--- src/rtl/htfc_pkg.sv ---
// Package: constants and CRC-8 step function for the humidity/temperature frame checker.
`timescale 1ns / 1ps
`default_nettype none
package htfc_pkg;

   localparam logic [7:0]  CRC_INIT    = 8'hFF;
   localparam logic [7:0]  CRC_POLY    = 8'h31;
   localparam logic [14:0] TEMP_SCALE  = 15'd21875;
   localparam logic [13:0] HUM_SCALE   = 14'd12500;
   localparam int          CONV_SHIFT  = 13;
   localparam logic [17:0] TEMP_OFFSET = 18'd45000;

   localparam logic [2:0] POS_FIRST    = 3'd0;
   localparam logic [2:0] POS_TEMP_CRC = 3'd2;
   localparam logic [2:0] POS_MID      = 3'd3;
   localparam logic [2:0] POS_END      = 3'd6;
   localparam logic [2:0] LEN_MEAS     = 3'd6;
   localparam logic [2:0] LEN_STATUS   = 3'd3;

   localparam logic KIND_MEAS   = 1'b0;
   localparam logic KIND_STATUS = 1'b1;

   // MSB-first CRC-8 over one byte, no final xor
   function automatic logic [7:0] crc8_byte(input logic [7:0] crc, input logic [7:0] b);
      logic [7:0] c;
      c = crc ^ b;
      for (int i = 0; i < 8; i++) begin
         if (c[7]) begin
            c = {c[6:0], 1'b0} ^ CRC_POLY;
         end else begin
            c = {c[6:0], 1'b0};
         end
      end
      return c;
   endfunction

endpackage
`default_nettype wire

--- src/rtl/humidity_temp_frame_checker_top.sv ---
// Top level: sensor frame byte tracking, CRC check and result register.
// A result becomes valid once the last accepted byte of a frame has passed the
// input register and then the result register.
// Throughput: one byte per cycle; the input register advances whenever the
// result register is empty or being drained.
// Reset: synchronous, active high; clears byte position, frame type, held words
// and flags, and sets the running CRC to 0xFF.
`timescale 1ns / 1ps
`default_nettype none
module humidity_temp_frame_checker_top (
   input  wire logic               clock,
   input  wire logic               reset,
   input  wire logic               req_valid,
   output logic                    req_ready,
   input  wire logic               req_kind,
   input  wire logic               req_frame_start,
   input  wire logic [7:0]         req_data_byte,
   output logic                    rsp_valid,
   input  wire logic               rsp_ready,
   output logic                    rsp_result_kind,
   output logic signed [17:0]      rsp_temperature_milli_c,
   output logic [16:0]             rsp_humidity_milli_pct,
   output logic [15:0]             rsp_temp_raw,
   output logic [15:0]             rsp_hum_raw,
   output logic                    rsp_temp_crc_ok,
   output logic                    rsp_hum_crc_ok,
   output logic [15:0]             rsp_status_word,
   output logic                    rsp_online
);

   // input register
   logic       in_valid_ff, in_valid_in;
   logic       in_kind_ff, in_start_ff;
   logic [7:0] in_byte_ff;

   // frame state
   logic [2:0]  pos_ff, pos_in;
   logic        type_ff, type_in;
   logic [7:0]  crc_ff, crc_in;
   logic [7:0]  hi_ff, hi_in;
   logic [7:0]  lo_ff, lo_in;
   logic [15:0] temp_ff, temp_in;
   logic [15:0] hum_ff, hum_in;
   logic [15:0] status_ff, status_in;
   logic        temp_ok_ff, temp_ok_in;

   // result register
   logic               out_valid_ff, out_valid_in;
   logic               out_kind_ff, out_kind_in;
   logic signed [17:0] out_temp_c_ff, out_temp_c_in;
   logic [16:0]        out_hum_p_ff, out_hum_p_in;
   logic [15:0]        out_temp_raw_ff, out_temp_raw_in;
   logic [15:0]        out_hum_raw_ff, out_hum_raw_in;
   logic               out_temp_ok_ff, out_temp_ok_in;
   logic               out_hum_ok_ff, out_hum_ok_in;
   logic [15:0]        out_status_ff, out_status_in;
   logic               out_online_ff, out_online_in;

   logic        go;
   logic [2:0]  eff_pos;
   logic        eff_type;
   logic [2:0]  frame_len;
   logic        active;
   logic        crc_ok;
   logic [15:0] word;
   logic [15:0] hum_next;
   logic signed [17:0] conv_temp;
   logic [16:0] conv_hum;

   assign go        = in_valid_ff && (!out_valid_ff || rsp_ready);
   assign req_ready = !in_valid_ff || go;

   assign eff_pos   = in_start_ff ? htfc_pkg::POS_FIRST : pos_ff;
   assign eff_type  = in_start_ff ? in_kind_ff : type_ff;
   assign frame_len = eff_type ? htfc_pkg::LEN_STATUS : htfc_pkg::LEN_MEAS;
   assign active    = eff_pos < frame_len;
   assign crc_ok    = crc_ff == in_byte_ff;
   assign word      = {hi_ff, lo_ff};
   assign hum_next  = crc_ok ? word : hum_ff;

   htfc_convert u_convert (
      .temp_raw            (temp_ff),
      .hum_raw             (hum_next),
      .temperature_milli_c (conv_temp),
      .humidity_milli_pct  (conv_hum)
   );

   always_comb begin
      in_valid_in = in_valid_ff;
      if (req_valid && req_ready) begin
         in_valid_in = 1'b1;
      end else if (go) begin
         in_valid_in = 1'b0;
      end

      pos_in     = pos_ff;
      type_in    = type_ff;
      crc_in     = crc_ff;
      hi_in      = hi_ff;
      lo_in      = lo_ff;
      temp_in    = temp_ff;
      hum_in     = hum_ff;
      status_in  = status_ff;
      temp_ok_in = temp_ok_ff;

      out_valid_in    = out_valid_ff && !rsp_ready;
      out_kind_in     = out_kind_ff;
      out_temp_c_in   = out_temp_c_ff;
      out_hum_p_in    = out_hum_p_ff;
      out_temp_raw_in = out_temp_raw_ff;
      out_hum_raw_in  = out_hum_raw_ff;
      out_temp_ok_in  = out_temp_ok_ff;
      out_hum_ok_in   = out_hum_ok_ff;
      out_status_in   = out_status_ff;
      out_online_in   = out_online_ff;

      if (go) begin
         type_in = eff_type;
         pos_in  = eff_pos;
         if (in_start_ff) begin
            crc_in = htfc_pkg::CRC_INIT;
         end
         if (active) begin
            pos_in = eff_pos + 3'd1;
            case (eff_pos)
               3'd0, 3'd3: begin
                  hi_in  = in_byte_ff;
                  crc_in = htfc_pkg::crc8_byte(htfc_pkg::CRC_INIT, in_byte_ff);
               end
               3'd1, 3'd4: begin
                  lo_in  = in_byte_ff;
                  crc_in = htfc_pkg::crc8_byte(crc_ff, in_byte_ff);
               end
               default: begin
                  crc_in = htfc_pkg::CRC_INIT;
                  if (eff_type == htfc_pkg::KIND_STATUS) begin
                     if (crc_ok) begin
                        status_in = word;
                     end
                     out_valid_in    = 1'b1;
                     out_kind_in     = htfc_pkg::KIND_STATUS;
                     out_temp_c_in   = '0;
                     out_hum_p_in    = '0;
                     out_temp_raw_in = '0;
                     out_hum_raw_in  = '0;
                     out_temp_ok_in  = 1'b0;
                     out_hum_ok_in   = 1'b0;
                     out_status_in   = crc_ok ? word : status_ff;
                     out_online_in   = crc_ok;
                  end else if (eff_pos == htfc_pkg::POS_TEMP_CRC) begin
                     if (crc_ok) begin
                        temp_in = word;
                     end
                     temp_ok_in = crc_ok;
                  end else begin
                     hum_in          = hum_next;
                     out_valid_in    = 1'b1;
                     out_kind_in     = htfc_pkg::KIND_MEAS;
                     out_temp_c_in   = conv_temp;
                     out_hum_p_in    = conv_hum;
                     out_temp_raw_in = temp_ff;
                     out_hum_raw_in  = hum_next;
                     out_temp_ok_in  = temp_ok_ff;
                     out_hum_ok_in   = crc_ok;
                     out_status_in   = '0;
                     out_online_in   = 1'b0;
                  end
               end
            endcase
         end
      end
   end

   always_ff @(posedge clock) begin
      if (reset) begin
         in_valid_ff  <= 1'b0;
         out_valid_ff <= 1'b0;
         pos_ff       <= htfc_pkg::POS_FIRST;
         type_ff      <= htfc_pkg::KIND_MEAS;
         crc_ff       <= htfc_pkg::CRC_INIT;
         hi_ff        <= '0;
         lo_ff        <= '0;
         temp_ff      <= '0;
         hum_ff       <= '0;
         status_ff    <= '0;
         temp_ok_ff   <= 1'b0;
      end else begin
         in_valid_ff  <= in_valid_in;
         out_valid_ff <= out_valid_in;
         pos_ff       <= pos_in;
         type_ff      <= type_in;
         crc_ff       <= crc_in;
         hi_ff        <= hi_in;
         lo_ff        <= lo_in;
         temp_ff      <= temp_in;
         hum_ff       <= hum_in;
         status_ff    <= status_in;
         temp_ok_ff   <= temp_ok_in;
      end
   end

   always_ff @(posedge clock) begin
      if (req_valid && req_ready) begin
         in_kind_ff  <= req_kind;
         in_start_ff <= req_frame_start;
         in_byte_ff  <= req_data_byte;
      end
      out_kind_ff     <= out_kind_in;
      out_temp_c_ff   <= out_temp_c_in;
      out_hum_p_ff    <= out_hum_p_in;
      out_temp_raw_ff <= out_temp_raw_in;
      out_hum_raw_ff  <= out_hum_raw_in;
      out_temp_ok_ff  <= out_temp_ok_in;
      out_hum_ok_ff   <= out_hum_ok_in;
      out_status_ff   <= out_status_in;
      out_online_ff   <= out_online_in;
   end

   assign rsp_valid               = out_valid_ff;
   assign rsp_result_kind         = out_kind_ff;
   assign rsp_temperature_milli_c = out_temp_c_ff;
   assign rsp_humidity_milli_pct  = out_hum_p_ff;
   assign rsp_temp_raw            = out_temp_raw_ff;
   assign rsp_hum_raw             = out_hum_raw_ff;
   assign rsp_temp_crc_ok         = out_temp_ok_ff;
   assign rsp_hum_crc_ok          = out_hum_ok_ff;
   assign rsp_status_word         = out_status_ff;
   assign rsp_online              = out_online_ff;

   a_pos_range: assert property (@(posedge clock) disable iff (reset)
      pos_ff <= htfc_pkg::POS_END)
      else $error("byte position out of range");

   a_status_pos: assert property (@(posedge clock) disable iff (reset)
      type_ff == htfc_pkg::KIND_STATUS |-> pos_ff <= htfc_pkg::LEN_STATUS)
      else $error("status frame position past its length");

   a_crc_boundary: assert property (@(posedge clock) disable iff (reset)
      (pos_ff == htfc_pkg::POS_FIRST || pos_ff == htfc_pkg::POS_MID ||
       pos_ff == htfc_pkg::POS_END) |-> crc_ff == htfc_pkg::CRC_INIT)
      else $error("running CRC not reseeded at word boundary");

   a_meas_clean: assert property (@(posedge clock) disable iff (reset)
      out_valid_ff && out_kind_ff == htfc_pkg::KIND_MEAS |->
         out_status_ff == '0 && !out_online_ff)
      else $error("measurement item carries status fields");

   a_status_clean: assert property (@(posedge clock) disable iff (reset)
      out_valid_ff && out_kind_ff == htfc_pkg::KIND_STATUS |->
         out_temp_raw_ff == '0 && out_hum_raw_ff == '0 && !out_temp_ok_ff)
      else $error("status item carries measurement fields");

endmodule
`default_nettype wire

--- src/rtl/htfc_convert.sv ---
// Raw sensor word to milli-degree and milli-percent conversion.
`timescale 1ns / 1ps
`default_nettype none
module htfc_convert (
   input  wire logic [15:0]        temp_raw,
   input  wire logic [15:0]        hum_raw,
   output logic signed [17:0]      temperature_milli_c,
   output logic [16:0]             humidity_milli_pct
);

   logic [30:0] temp_prod;
   logic [29:0] hum_prod;
   logic [17:0] temp_scaled;

   assign temp_prod   = 31'(htfc_pkg::TEMP_SCALE) * 31'(temp_raw);
   assign hum_prod    = 30'(htfc_pkg::HUM_SCALE) * 30'(hum_raw);
   assign temp_scaled = temp_prod[30:htfc_pkg::CONV_SHIFT];

   assign temperature_milli_c = $signed(temp_scaled - htfc_pkg::TEMP_OFFSET);
   assign humidity_milli_pct  = hum_prod[29:htfc_pkg::CONV_SHIFT];

endmodule
`default_nettype wire
--- config.mk ---
export PLATFORM = sky130hd
export DESIGN_NAME = humidity_temp_frame_checker_top
export DESIGN_NICKNAME = d
export VERILOG_FILES = /design/src/rtl/htfc_pkg.sv /design/src/rtl/humidity_temp_frame_checker_top.sv /design/src/rtl/htfc_convert.sv
export SDC_FILE = /design/constraint.sdc
export NUM_CORES = 1
export LEC_CHECK = 0
export BUFFER_PORTS_ARGS = -buffer_cell sky130_fd_sc_hd__buf_2
export CORE_MARGIN = 2
export CORE_UTILIZATION = 30
export CTS_BUF_LIST = sky130_fd_sc_hd__clkbuf_4 sky130_fd_sc_hd__clkbuf_8
export DETAILED_ROUTE_END_ITERATION = 8
export GPL_ROUTABILITY_DRIVEN = 0
export MAX_ROUTING_LAYER = met4
export SLEW_MARGIN = 5
export SYNTH_ARGS = -nofsm -noshare
export SYNTH_HDL_FRONTEND = slang
export SYNTH_SLANG_ARGS = --single-unit
--- constraint.sdc ---
create_clock -name clock -period 8.8 [get_ports clock]
set_input_delay 0 -clock clock [delete_from_list [all_inputs] [get_ports clock]]
set_output_delay 0 -clock clock [all_outputs]
set_load 0.02 [all_outputs]
==> flow_metrics.env <==
export IMPL_rsz0062_at_grt="no"
export IMPL_clk_path_buf_depth=2
export IMPL_fmax_ghz=0.1331
export IMPL_min_path_type="in2reg"
export IMPL_leakagePower_nw=8.357
export IMPL_worstReg2RegStart="temp_ff[9]"
export IMPL_drc=0
export IMPL_wl_per_cell_um=15.37
export IMPL_cts_tree="done"
export IMPL_yosysTopAreaCellShare=0.1937
export IMPL_grt_use_total=0.1416
export IMPL_hold_viol_final=0
export IMPL_worstSetupEndpointType="flip-flop"
export IMPL_ant_nets=0
export IMPL_start_util=0.3016
export IMPL_die_x_um=227.9
export IMPL_numCtsBuffers=17
export IMPL_met3_length_mm=1.922
export IMPL_ys_seq_area_frac=0.2988
export IMPL_antenna_found_initial=0
export IMPL_synth_commonest_cells="inv_1, ha_1, nor2_1"
export IMPL_n_antenna_cell=0
export IMPL_portBuffers=102
export IMPL_fillers=5137
export IMPL_worst_pin_slew_ps=1205
export IMPL_min_period_over_period=0.8537
export IMPL_drt_initial_drc_count=689
export IMPL_maxCapViolations=0
export IMPL_ctsHoldBuffers=13
export IMPL_grt_overflow=0
export IMPL_core_area_um2=49860
export IMPL_skew_ps=34.66
export IMPL_power_density_nw_per_um2=96.53
export IMPL_nNetsFinal=1969
export IMPL_layoutNonFillerInstCount=2283
export IMPL_syn_avg_cell_area_um2=10.07
export IMPL_criticalPathCategory="reg2reg"
export IMPL_cts_resized=0
export IMPL_finalSetupTns_ps=0
export IMPL_grt_pass1_wl_mm=57.05
export IMPL_die_area_um2=51940
export IMPL_setup_worst_path_start="temp_ff[9]"
export IMPL_grt_max_degree=80
export IMPL_hp_start="reset"
export IMPL_cts_htree_levels=4
export IMPL_drt_met1_wl_mm=16.94
export IMPL_die_h_um=227.9
export IMPL_synth_async_reset_ratio=0
export IMPL_firstDrtPassIters=5
export IMPL_worstPathArrival_ps=7720
export IMPL_dpl_hpwl_mm=28.65
export IMPL_ir_worst_vdd_mv=0.09177
export IMPL_io_pin_count=103
export IMPL_ys_warn_count=0
export IMPL_postSynthCellCount=1493
export IMPL_clk_pin_slew_ps=100
export IMPL_synth_edf_count=97
export IMPL_crit_path_max_fanout=7
export IMPL_synth_most_common_cell="inv_1"
export IMPL_ys_types=75
export IMPL_cp_start_kind="flip-flop"
export IMPL_post_cts_buffers=0
export IMPL_status="completed"
export IMPL_via_per_inst=4.564
export IMPL_drv_slew=0
export IMPL_dp_cells=2238
export IMPL_clock_latency_ps=510
export IMPL_met2_length_mm=15.58
export IMPL_synth_ff_type="edfxtp_1"
export IMPL_yosysTopAreaCell="edfxtp_1"
export IMPL_maxSlewHeadroom=0.1942
export IMPL_grt_pass1_vias=10553
export IMPL_worstPathRequired_ps=9010
export IMPL_synth_seq_cells=176
export IMPL_top_layer="met4"
export IMPL_hold_slack_ps=188.5
export IMPL_via_count=10420
export IMPL_syn_num_nets=1864
export IMPL_drt_total_wl_mm=35.08
export IMPL_finalSetupViolations=0
export IMPL_num_rows=82
export IMPL_fin_crit_ps=7512
export IMPL_clock_sinks=176
export IMPL_yosys_top_cells_area="edfxtp_1, ha_1, fa_1"
export IMPL_syn_to_final_growth_pct=11.95
export IMPL_netlist_area_um2=15040
export IMPL_drive_gt1_frac=0.1092
export IMPL_cts_root_buffer="clkbuf_8"
==> through the flow <==
stage / power, W / util / worst slack (ps) / area [um2]
after floorplan: 0.001047 / - / 1943 / 15040
after CTS: 0.001646 / 0.3376 / 1286 / 16840
after detailed placement: 0.001091 / 0.3277 / 1315 / 16340
final: 0.001625 / 0.3376 / 1288 / 16840
after global placement: 0.001090 / 0.3277 / 1548 / 16340
after global routing: 0.001701 / 0.3376 / 790.6 / 16840
==> state kept, by name (all words and copies together), names as in the netlist, 16 cells and up <==
register	cells
hum_ff	16
rsp_hum_raw	16
temp_ff	16
rsp_humidity_milli_pct	17
rsp_temp_raw	16
rsp_temperature_milli_c	18
status_ff	16
rsp_status_word	16
==> per-layer routing <==
layer  vias up  GRT usage
met5         -          -
met4         0    0.03493
met3        36    0.03663
met2       204     0.2144
met1      5016     0.1889
li1       5164          -
==> placed cells by master (no fill, tap or decap), types with 16 or more instances in the layout <==
cell type  instances
a21o_1            16
xor2_1            32
nor2_1           143
and2_1            16
ha_1             232
a21boi_0          17
mux2i_1           35
inv_1            254
xnor2_1           46
fa_1             125
edfxtp_1          97
a21oi_1           79
buf_2            102
a211oi_1          23
o21ai_0           17
dfxtp_1           79
clkbuf_8          17
nand2_1          106
==> path summary, 6_finish.rpt <==
| kind | slack [ps] | to | cells after the start |
|---|---|---|---|
| setup reg to reg | 1290 | rsp_temperature_milli_c[17] | 26 |
| setup / recovery | 1290 | rsp_temperature_milli_c[17] | 26 |
| hold reg to reg | 460 | status_ff[6] | 2 |
| hold / removal | 190 | pos_ff[0] | 3 |
==> worst max-delay path, stage by stage, from the launching register on <==
cell and delay [ps]:
dfxtp_1 540, ha_1 350, fa_1 500, inv_1 60, fa_1 490, inv_1 50
fa_1 420, fa_1 550, inv_1 50, fa_1 530, inv_1 40, ha_1 370
nand2_1 180, nor2_1 190, o21a_1 160, nor2_1 80, o311ai_1 530, inv_1 100
ha_1 240, nand2_1 70, mux2_2 170, and3_1 210, or4b_4 500, a211oi_4 300
mux2i_1 290, nand3_1 100, nor3b_2 160
==> final cells by class <==
cell class | count | area (um2) | area share
clock inverters | 13 | 118.9 | 0.007060
inverters | 256 | 962.2 | 0.05715
multi-input cells | 1018 | 9425 | 0.5598
repair buffers | 129 | 745.7 | 0.04429
clock buffers | 19 | 249.0 | 0.01479
flip-flops and latches | 176 | 4494 | 0.2669
well taps | 672 | 840.8 | 0.04994
==> cell families (layout without fill, tap and decap cells) <==
kind of cell,count (synthesis),count (layout),synth area share
compound gates,211,211,0.09401
xor+xnor,78,78,0.04542
fa+ha+maj,357,357,0.3594
buf+inv,299,417,0.07646
flops,176,176,0.2988
mux,37,37,0.02471
simple gates,335,335,0.1012
==> power by group <==
part	total, W	switching, W	internal (W)
sequential	0.000895	0.0000179	0.000877
combinational	0.000183	0.000107	0.0000755
clock	0.000547	0.000333	0.000215
total	0.00163	0.000458	0.00117
Note: power is estimated with default switching activity, not from simulation.
